## src/design/kmee_pkg.sv

```systemverilog
// ============================================================================
// kmee_pkg: shared types and constants of the keypad matrix event encoder
// Holds the key table size, event and command codes and register indexes.
// ============================================================================
package kmee_pkg;

  localparam int KEYS  = 16;
  localparam int KEY_W = 16;
  localparam int IDX_W = (KEYS > 1) ? $clog2(KEYS) : 1;

  localparam int CHAR_W  = 8;
  localparam int COUNT_W = 5;
  localparam int POS_W   = 4;
  localparam int ADDR_W  = 3;
  localparam int DATA_W  = 32;

  localparam logic [COUNT_W-1:0] KEY_COUNT_RESET = COUNT_W'(16);

  localparam logic REG_KEY_COUNT = 1'b0;

  localparam logic CMD_SCAN  = 1'b0;
  localparam logic CMD_WRITE = 1'b1;

  typedef enum logic [1:0] {
    EV_NONE = 2'd0,
    EV_DOWN = 2'd1,
    EV_UP   = 2'd2
  } event_kind_t;

endpackage

```

## src/design/keypad_matrix_event_encoder.sv

```systemverilog
// ============================================================================
// keypad_matrix_event_encoder: key matrix snapshot to key event encoder
// Compares each scan snapshot with the pressed map, reports the lowest
// changed key with its keymap character and updates that one bit.
// ============================================================================
//
//   Port group   Handshake              Carries
//   ----------   --------------------   ------------------------------------
//   request      req_valid/req_ready    command, scan_bits, map_index, map_char
//   response     rsp_valid/rsp_ready    event_kind, key_index, key_char
//   config       APB psel/penable       key_count at byte address 0
//
// One request is taken every cycle while req_ready is high; a scan response
// passes through the keymap memory read stage and then the output register.
// The pressed map updates in the cycle a scan is taken.
// Reset clears the pressed map and the keymap valid bits.
// A stalled response holds the output register, then the read stage, and
// only then drops req_ready; write requests never produce a response.
module keypad_matrix_event_encoder (
  input  logic                            clk,
  input  logic                            rst,
  input  logic                            psel,
  input  logic                            penable,
  input  logic                            pwrite,
  input  logic [kmee_pkg::ADDR_W-1:0]     paddr,
  input  logic [kmee_pkg::DATA_W-1:0]     pwdata,
  output logic [kmee_pkg::DATA_W-1:0]     prdata,
  output logic                            pready,
  input  logic                            req_valid,
  output logic                            req_ready,
  input  logic                            command,
  input  logic [kmee_pkg::KEY_W-1:0]      scan_bits,
  input  logic [kmee_pkg::POS_W-1:0]      map_index,
  input  logic [kmee_pkg::CHAR_W-1:0]     map_char,
  output logic                            rsp_valid,
  input  logic                            rsp_ready,
  output kmee_pkg::event_kind_t           event_kind,
  output logic [kmee_pkg::POS_W-1:0]      key_index,
  output logic [kmee_pkg::CHAR_W-1:0]     key_char
);
  import kmee_pkg::*;

  logic [COUNT_W-1:0] key_count;
  logic [KEY_W-1:0]   pressed_map;
  logic [KEY_W-1:0]   pressed_map_next;

  logic [CHAR_W-1:0]  keymap_mem [KEYS];
  logic [KEYS-1:0]    keymap_vld;
  logic [CHAR_W-1:0]  rd_data;
  logic               rd_vld;

  logic               s1_valid;
  event_kind_t        s1_kind;
  logic [POS_W-1:0]   s1_index;
  logic               s1_in_tbl;

  event_kind_t        out_kind;
  logic [POS_W-1:0]   out_index;
  logic [CHAR_W-1:0]  out_char;

  logic               cfg_wr;
  logic               acc;
  logic               acc_scan;
  logic               acc_write;
  logic               out_free;
  logic               s1_adv;
  logic [COUNT_W-1:0] act_count;
  logic [KEY_W-1:0]   act_mask;
  logic [KEY_W-1:0]   diff;
  logic               hit;
  logic [POS_W-1:0]   pos;
  logic               pos_in_tbl;
  event_kind_t        kind;
  logic [IDX_W-1:0]   rd_addr;
  logic [IDX_W-1:0]   wr_addr;
  logic               wr_in_tbl;

  assign pready   = 1'b1;
  assign cfg_wr   = psel && penable && pwrite;
  assign prdata   = (paddr[2] == REG_KEY_COUNT) ? DATA_W'(key_count) : '0;

  assign out_free  = !rsp_valid || rsp_ready;
  assign s1_adv    = s1_valid && out_free;
  assign req_ready = !s1_valid || out_free;
  assign acc       = req_valid && req_ready;
  assign acc_scan  = acc && (command == CMD_SCAN);
  assign acc_write = acc && (command == CMD_WRITE);

  always_comb begin
    act_count = (key_count > COUNT_W'(KEY_W)) ? COUNT_W'(KEY_W) : key_count;
    if (act_count > COUNT_W'(KEYS)) begin
      act_count = COUNT_W'(KEYS);
    end
    for (int i = 0; i < KEY_W; i++) begin
      act_mask[i] = (COUNT_W'(i) < act_count);
    end
    diff = (scan_bits ^ pressed_map) & act_mask;
    hit  = |diff;
    pos  = '0;
    for (int i = KEY_W - 1; i >= 0; i--) begin
      if (diff[i]) begin
        pos = POS_W'(i);
      end
    end
    pos_in_tbl = (int'(pos) < KEYS);
    rd_addr    = IDX_W'(pos);
    if (!hit) begin
      kind = EV_NONE;
    end else if (scan_bits[pos]) begin
      kind = EV_DOWN;
    end else begin
      kind = EV_UP;
    end
    pressed_map_next = pressed_map;
    if (acc_scan && hit) begin
      pressed_map_next[pos] = scan_bits[pos];
    end
    wr_in_tbl = (int'(map_index) < KEYS);
    wr_addr   = IDX_W'(map_index);
  end

  always_ff @(posedge clk) begin
    if (acc_write && wr_in_tbl) begin
      keymap_mem[wr_addr] <= map_char;
    end
    if (acc_scan) begin
      rd_data   <= keymap_mem[rd_addr];
      rd_vld    <= keymap_vld[rd_addr];
      s1_kind   <= kind;
      s1_index  <= pos;
      s1_in_tbl <= pos_in_tbl;
    end
    if (s1_adv) begin
      out_kind  <= s1_kind;
      out_index <= s1_index;
      out_char  <= (s1_kind != EV_NONE && s1_in_tbl && rd_vld) ? rd_data : '0;
    end
  end

  always_ff @(posedge clk) begin
    if (rst) begin
      key_count   <= KEY_COUNT_RESET;
      pressed_map <= '0;
      keymap_vld  <= '0;
      s1_valid    <= 1'b0;
      rsp_valid   <= 1'b0;
    end else begin
      if (cfg_wr && paddr[2] == REG_KEY_COUNT) begin
        key_count <= pwdata[COUNT_W-1:0];
      end
      pressed_map <= pressed_map_next;
      if (acc_write && wr_in_tbl) begin
        keymap_vld[wr_addr] <= 1'b1;
      end
      if (acc_scan) begin
        s1_valid <= 1'b1;
      end else if (s1_adv) begin
        s1_valid <= 1'b0;
      end
      if (out_free) begin
        rsp_valid <= s1_valid;
      end
    end
  end

  assign event_kind = out_kind;
  assign key_index  = out_index;
  assign key_char   = out_char;

  a_no_event_zero: assert property (@(posedge clk) disable iff (rst)
    rsp_valid && event_kind == EV_NONE |-> key_index == '0 && key_char == '0)
    else $error("no-change response carries a key");

  a_one_bit_flip: assert property (@(posedge clk) disable iff (rst)
    acc_scan && hit |=> $countones(pressed_map ^ $past(pressed_map)) == 1)
    else $error("scan event did not flip exactly one pressed bit");

  a_map_stable: assert property (@(posedge clk) disable iff (rst)
    !acc_scan |=> $stable(pressed_map))
    else $error("pressed map changed without a scan");

  a_stage_hold: assert property (@(posedge clk) disable iff (rst)
    s1_valid && !s1_adv |=> s1_valid && $stable(rd_vld) && $stable(s1_index))
    else $error("read stage lost its contents while stalled");

endmodule

```

## config.mk

```make
export PLATFORM = sky130hd
export DESIGN_NAME = keypad_matrix_event_encoder
export DESIGN_NICKNAME = d
export VERILOG_FILES = /design/src/design/kmee_pkg.sv /design/src/design/keypad_matrix_event_encoder.sv
export SDC_FILE = /design/constraint.sdc
export NUM_CORES = 1
export LEC_CHECK = 0
export BUFFER_PORTS_ARGS = -buffer_cell sky130_fd_sc_hd__buf_2
export CORE_MARGIN = 8
export CORE_UTILIZATION = 24
export CTS_CLUSTER_DIAMETER = 50
export DETAILED_ROUTE_END_ITERATION = 7
export PLACE_DENSITY = 0.41
export SLEW_MARGIN = 20
export SYNTH_ARGS = -nofsm -noshare
export SYNTH_HDL_FRONTEND = slang
export SYNTH_SLANG_ARGS = --single-unit
```

## constraint.sdc

```tcl
create_clock -name clk -period 3.94 [get_ports clk]
set_input_delay 0.788 -clock clk [delete_from_list [all_inputs] [get_ports clk]]
set_output_delay 0.788 -clock clk [all_outputs]
set_load 0.005 [all_outputs]
```

Word level (Yosys, flattened, before mapping). Memory sizes are Yosys's and may differ from the RTL's. A register that Yosys moved wholly into a read port is not among the register bits. Index checks and enable logic that the tools add are counted.

Memories: 1. Register bits: 60. Memory bits (writable): 128. Logic and storage cells: 90. Output and inout bits: 49.

Memories: keymap_mem (words 16, bits a word 8, read ports 1, clocked after memory_dff 1, wr ports 1, line keypad_matrix_event_encoder.sv:47) `logic [CHAR_W-1:0] keymap_mem [KEYS];`.

Bitwise logic cells: 5. Reduce and logical (&&, ||, !) cells: 18. $lt $le $gt $ge: 22. Muxes and demuxes: 33.

Operators by type and width (count): $mux 4 (16); $lt 4x5->1 const A (8); $lt 3x5->1 const A (4); $and 16x16->16 (1); $bwmux 16 (1); $or 16x16->16 (1); $reduce_or 16->1 (1); $xor 16x16->16 (1); $mux 5 (3); $logic_and 1x1->1 (11); $gt 5x5->1 const B (2); $lt 1x5->1 const A (2); $lt 2x5->1 const A (2); $lt 4x5->1 const B (2); $bmux 1 s4 (2); $demux 1 s4 (2); $ge 4x1->1 const B (2); $mux 1 (8); $reduce_bool 2->1 (2); $logic_not 1->1 (2); $logic_or 1x1->1 (2); $mux 2 (1); $not 1->1 (2).

Longest topological paths before layout.
Word-level depth: 27. Gate-level depth with buffers: 13. Depth with buffers taken out: 9.

Least setup slack after synthesis. No wires, ideal clock.

Path kind: input port to flip-flop. From: input scan_bits[14] in the netlist's numbering. To: register rd_vld (data pin). Arrival: 3247 ps. Library setup time: 266 ps. Path buffers: 3. Path slack: 427 ps. Stages on the path: 12. Cell sequence: xnor2_1 > or3_1 > a211oi_1 > o211a_4 > o21ai_2 > inv_2 > buf_6 > buf_2 > buf_2 > mux2i_1 > o22ai_1 > or3b_1.

Longest elaborated chain between the ends: 19.

Ends and longest elaborated chain: from (decl) (line keypad_matrix_event_encoder.sv:32) `input logic [kmee_pkg::KEY_W-1:0] scan_bits,`; $xor 16x16->16 (line keypad_matrix_event_encoder.sv:97) `diff = (scan_bits ^ pressed_map) & act_mask;`; $and 16x16->16 (line keypad_matrix_event_encoder.sv:97); $mux 4 (15 in a row) (line keypad_matrix_event_encoder.sv:101) `if (diff[i]) begin`; $bmux 1 s4 (line keypad_matrix_event_encoder.sv:128) `rd_vld <= keymap_vld[rd_addr];`; $mux 1 (implied by the code) (line keypad_matrix_event_encoder.sv:128); to (signal assigned) (line keypad_matrix_event_encoder.sv:128); to (decl) (line keypad_matrix_event_encoder.sv:50) `logic rd_vld;`.

Every way passes these cells. The select of a mux whose other input is x is not followed. A chain may end at the register's enable or synchronous reset.

Worst setup path after layout.
From: input scan_bits[14] in the netlist's numbering. To: register rd_data[4], read port of keymap_mem (data pin).

Longest elaborated chain between the ends: 17.

Ends and longest elaborated chain: $xor 16x16->16 (line keypad_matrix_event_encoder.sv:97); $and 16x16->16 (line keypad_matrix_event_encoder.sv:97); $mux 4 (15 in a row) (line keypad_matrix_event_encoder.sv:101); to (decl) (line keypad_matrix_event_encoder.sv:49) `logic [CHAR_W-1:0] rd_data;`.

Every way passes these cells.

==> reports/qor.txt <==
Outcome -> finished, final reports clean
Initial Utilization -> 24.38%
Clock insertion delay at the later pin of the skew report -> 0.44 ns
CP max FO -> 7
Post-synth top area cell -> edfxtp_1
Worst vdd ir -> 294.7 µV
DRT antenna net count -> 0
Final setup viols -> 0
DRT iter0 DRCs -> 326
Seq pwr share -> 49.3%
Avg WL per Cell -> 18.89 µm
Fill count -> 3681
Detailed-route via count -> 5822
Worst setup path start -> scan_bits[14]
GRT Total Usage -> 11.44%
TritonCTS clock tree -> built
DIE HEIGHT -> 206.1 µm
Tightest Hold Check Type -> flop to flop
Nets -> 881
Yosys warnings -> 0
Slew HR -> 38.67%
Area contributors post-synth -> edfxtp_1, dfxtp_1, mux2i_1
Routability congestion estimate -> 0.8162
Clock Pin Slew Worst Setup and Hold Paths -> 0.07 ns
Final Skew -> 0.01443 ns
Yosys reg bits -> 196
Slew @ Worst Pin -> 0.9199 ns
Area growth from synthesis to layout -> 20.13%
Post-synth top flop -> edfxtp_1
Row count -> 69
Yosys top cell area share -> 54.37%
Clock share of power -> 39.2%
Layout cells sized above 1 -> 20.53%
Setup slack at placement -> -0.2295 ns
CTS resizes -> 0
Crit path kind -> input pin to flop
Switching Fraction -> 25.04%
Postcts setup bufs -> 0
Num ports -> 120
Tcrit/Tclk final -> 95.35%
PortBufs -> 62
Yosys cell types -> 65
Hold_sp -> s1_index[3]$_DFFE_PP_
WP data required -> 4.11 ns
DRC -> 0
Largest net degree at the start of global routing -> 40
Initial antenna violation count -> 4
Gate power share -> 11.4%
Number of flops mapped to enable cells by yosys -> 157
CTS buffer count -> 17
Final Critical Period -> 3.757 ns
Achievable Freq -> 0.2662 GHz
Vias in the first global route -> 5698
Most common library cell in the layout ignoring fill and taps -> edfxtp_1
Drt pass-1 iters -> 5
Vias per cell -> 4.524
H-Tree Depth -> 4
Clk root buf -> clkbuf_16
Critical Path Start Type -> input pin
Final Total Pwr -> 0.004648 W
RSZ-0062 raised after global routing -> false
Synthesized instance count -> 702
Worst Reg-to-Reg Cells -> 11
Netlist Area Pre-Place -> 8671 µm²
Hold Crit Depth -> 0
Commonest cells after routing, fill and taps aside -> edfxtp_1, nor2_1, buf_2
Internal reg-to-reg setup slack -> 0.21 ns
Sequential area share after synthesis -> 63.38%
Final slew viol count -> 0
Clock Tree Buf Depth -> 2
Die area -> 42470 µm²
Clock sink count -> 196
Final hold slack -> 0.4217 ns
Final Hold Viols -> 0
Switching pwr -> 0.001164 W
Core Box Area -> 35570 µm²
P_int -> 0.003484 W
Crit path DAT -> 3.93 ns
Max cap viols -> 0
CTS Hold Bufs -> 0
First-pass GRT wire length -> 36180 µm
Syn Area/Cell -> 12.35 µm²
Post-DP HPWL -> 17060 µm
Die Wd -> 206.1 µm
Async S/R FF share, synth -> 0%
Reg-to-reg startpoint -> key_count[1]$_SDFFE_PP0P_
Gr ovfl total -> 0
Worst setup margin -> 0.1833 ns
Static leakage -> 3.681 nW
Routed WL -> 24310 µm
Crit end category -> flop
PwrDens -> 446.2 nW/µm²
[through the flow]
step / setup TNS [ns] / instance area [µm²] / utilization, % / instances
after floorplan: 0 / 8768 / - / 728
after global placement: -0.6120 / 9791 / 27.53 / 1252
after detailed placement: -0.7032 / 9791 / 27.53 / 1252
after CTS: 0 / 10400 / 29.24 / 1284
after global routing: 0 / 10410 / 29.27 / 1285
final: 0 / 10420 / 29.28 / 1287
[worst max-delay path, cell delays in order]
cell,delay (ns)
buf_2,0.12
xnor2_1,0.14
or3_1,0.40
a211oi_1,0.26
buf_4,0.18
o211a_4,0.17
o21ai_2,0.06
inv_2,0.20
mux2_1,0.34
a2111oi_0,0.60
buf_4,0.23
or4b_1,0.44
[sequential cells by signal, indices dropped and copies added, names as in the netlist]
signal       flops
key_char         8
s1_kind          2
rd_vld           1
key_count        5
pressed_map     16
key_index        4
event_kind       2
keymap_vld      16
rsp_valid        1
s1_valid         1
s1_index         4
rd_data          8
keymap_mem     128
[worst paths after layout]
check | end
max | rd_data[4]$_DFFE_PP_
min | key_index[3]$_DFFE_PP_
max reg2reg | rd_data[4]$_DFFE_PP_
min reg2reg | key_index[3]$_DFFE_PP_
[layer usage]
layer / track usage, % / share of wire [%] / vias up
li1: - / - / 2833
met3: 2.367 / 5.7 / 31
met5: 0 / 0.041 / -
met2: 17.55 / 44 / 144
met4: 3.676 / 1.8 / 2
met1: 15.92 / 48 / 2812
[cell families (layout without fill, tap and decap cells)]
group | Yosys count | in the layout | share of synthesized area [%]
compound gates | 140 | 140 | 11.05
buf+inv | 67 | 162 | 4.459
mux | 60 | 60 | 6.999
flops | 196 | 196 | 63.38
other cells | 2 | 31 | 0.08661
simple gates | 220 | 220 | 12.31
xor+xnor | 17 | 17 | 1.717
[synth_stat cells (3+ instances only)]
cell,number
a2111oi_0,5
or4_1,6
o31a_1,3
nor4_1,4
mux2_1,5
nor2_1,76
o21a_1,6
dfxtp_1,39
nor3_1,17
a221oi_1,6
buf_4,28
inv_1,5
and2_1,9
mux2i_1,55
edfxtp_1,157
buf_2,11
xor2_1,9
nor2b_1,7
clkbuf_1,18
o211ai_1,16
or4b_1,3
nand4_1,6
a211oi_1,6
o31ai_1,3
o21ai_0,12
a21oi_1,39
nand3_1,30
o2111ai_1,3
or3_1,6
o22ai_1,20
xnor2_1,8
nand2_1,40
[power groups by stage]
stage / sequential, W / combinational [W] / clock [W]
global route: 0.00230 / 0.000577 / 0.00194
floorplan: 0.00233 / 0.000319 / 0
detailed placement: 0.00234 / 0.000532 / 0
finish: 0.00229 / 0.000531 / 0.00182
global placement: 0.00234 / 0.000531 / 0
CTS: 0.00229 / 0.000534 / 0.00187
[area by class of cell]
| class | count | area, µm² | area share, % |
|---|---|---|---|
| sequential | 196 | 5500 | 52.81 |
| multi-input combinational | 465 | 2892 | 27.76 |
| timing repair buffer | 123 | 805.8 | 7.736 |
| tap | 461 | 576.8 | 5.538 |
| clock buffer | 18 | 429.2 | 4.120 |
| clock inverter | 14 | 178.9 | 1.718 |
| inverter | 7 | 26.28 | 0.2523 |
| antenna | 3 | 7.507 | 0.07207 |
Note: power is estimated with default switching activity, not from simulation.
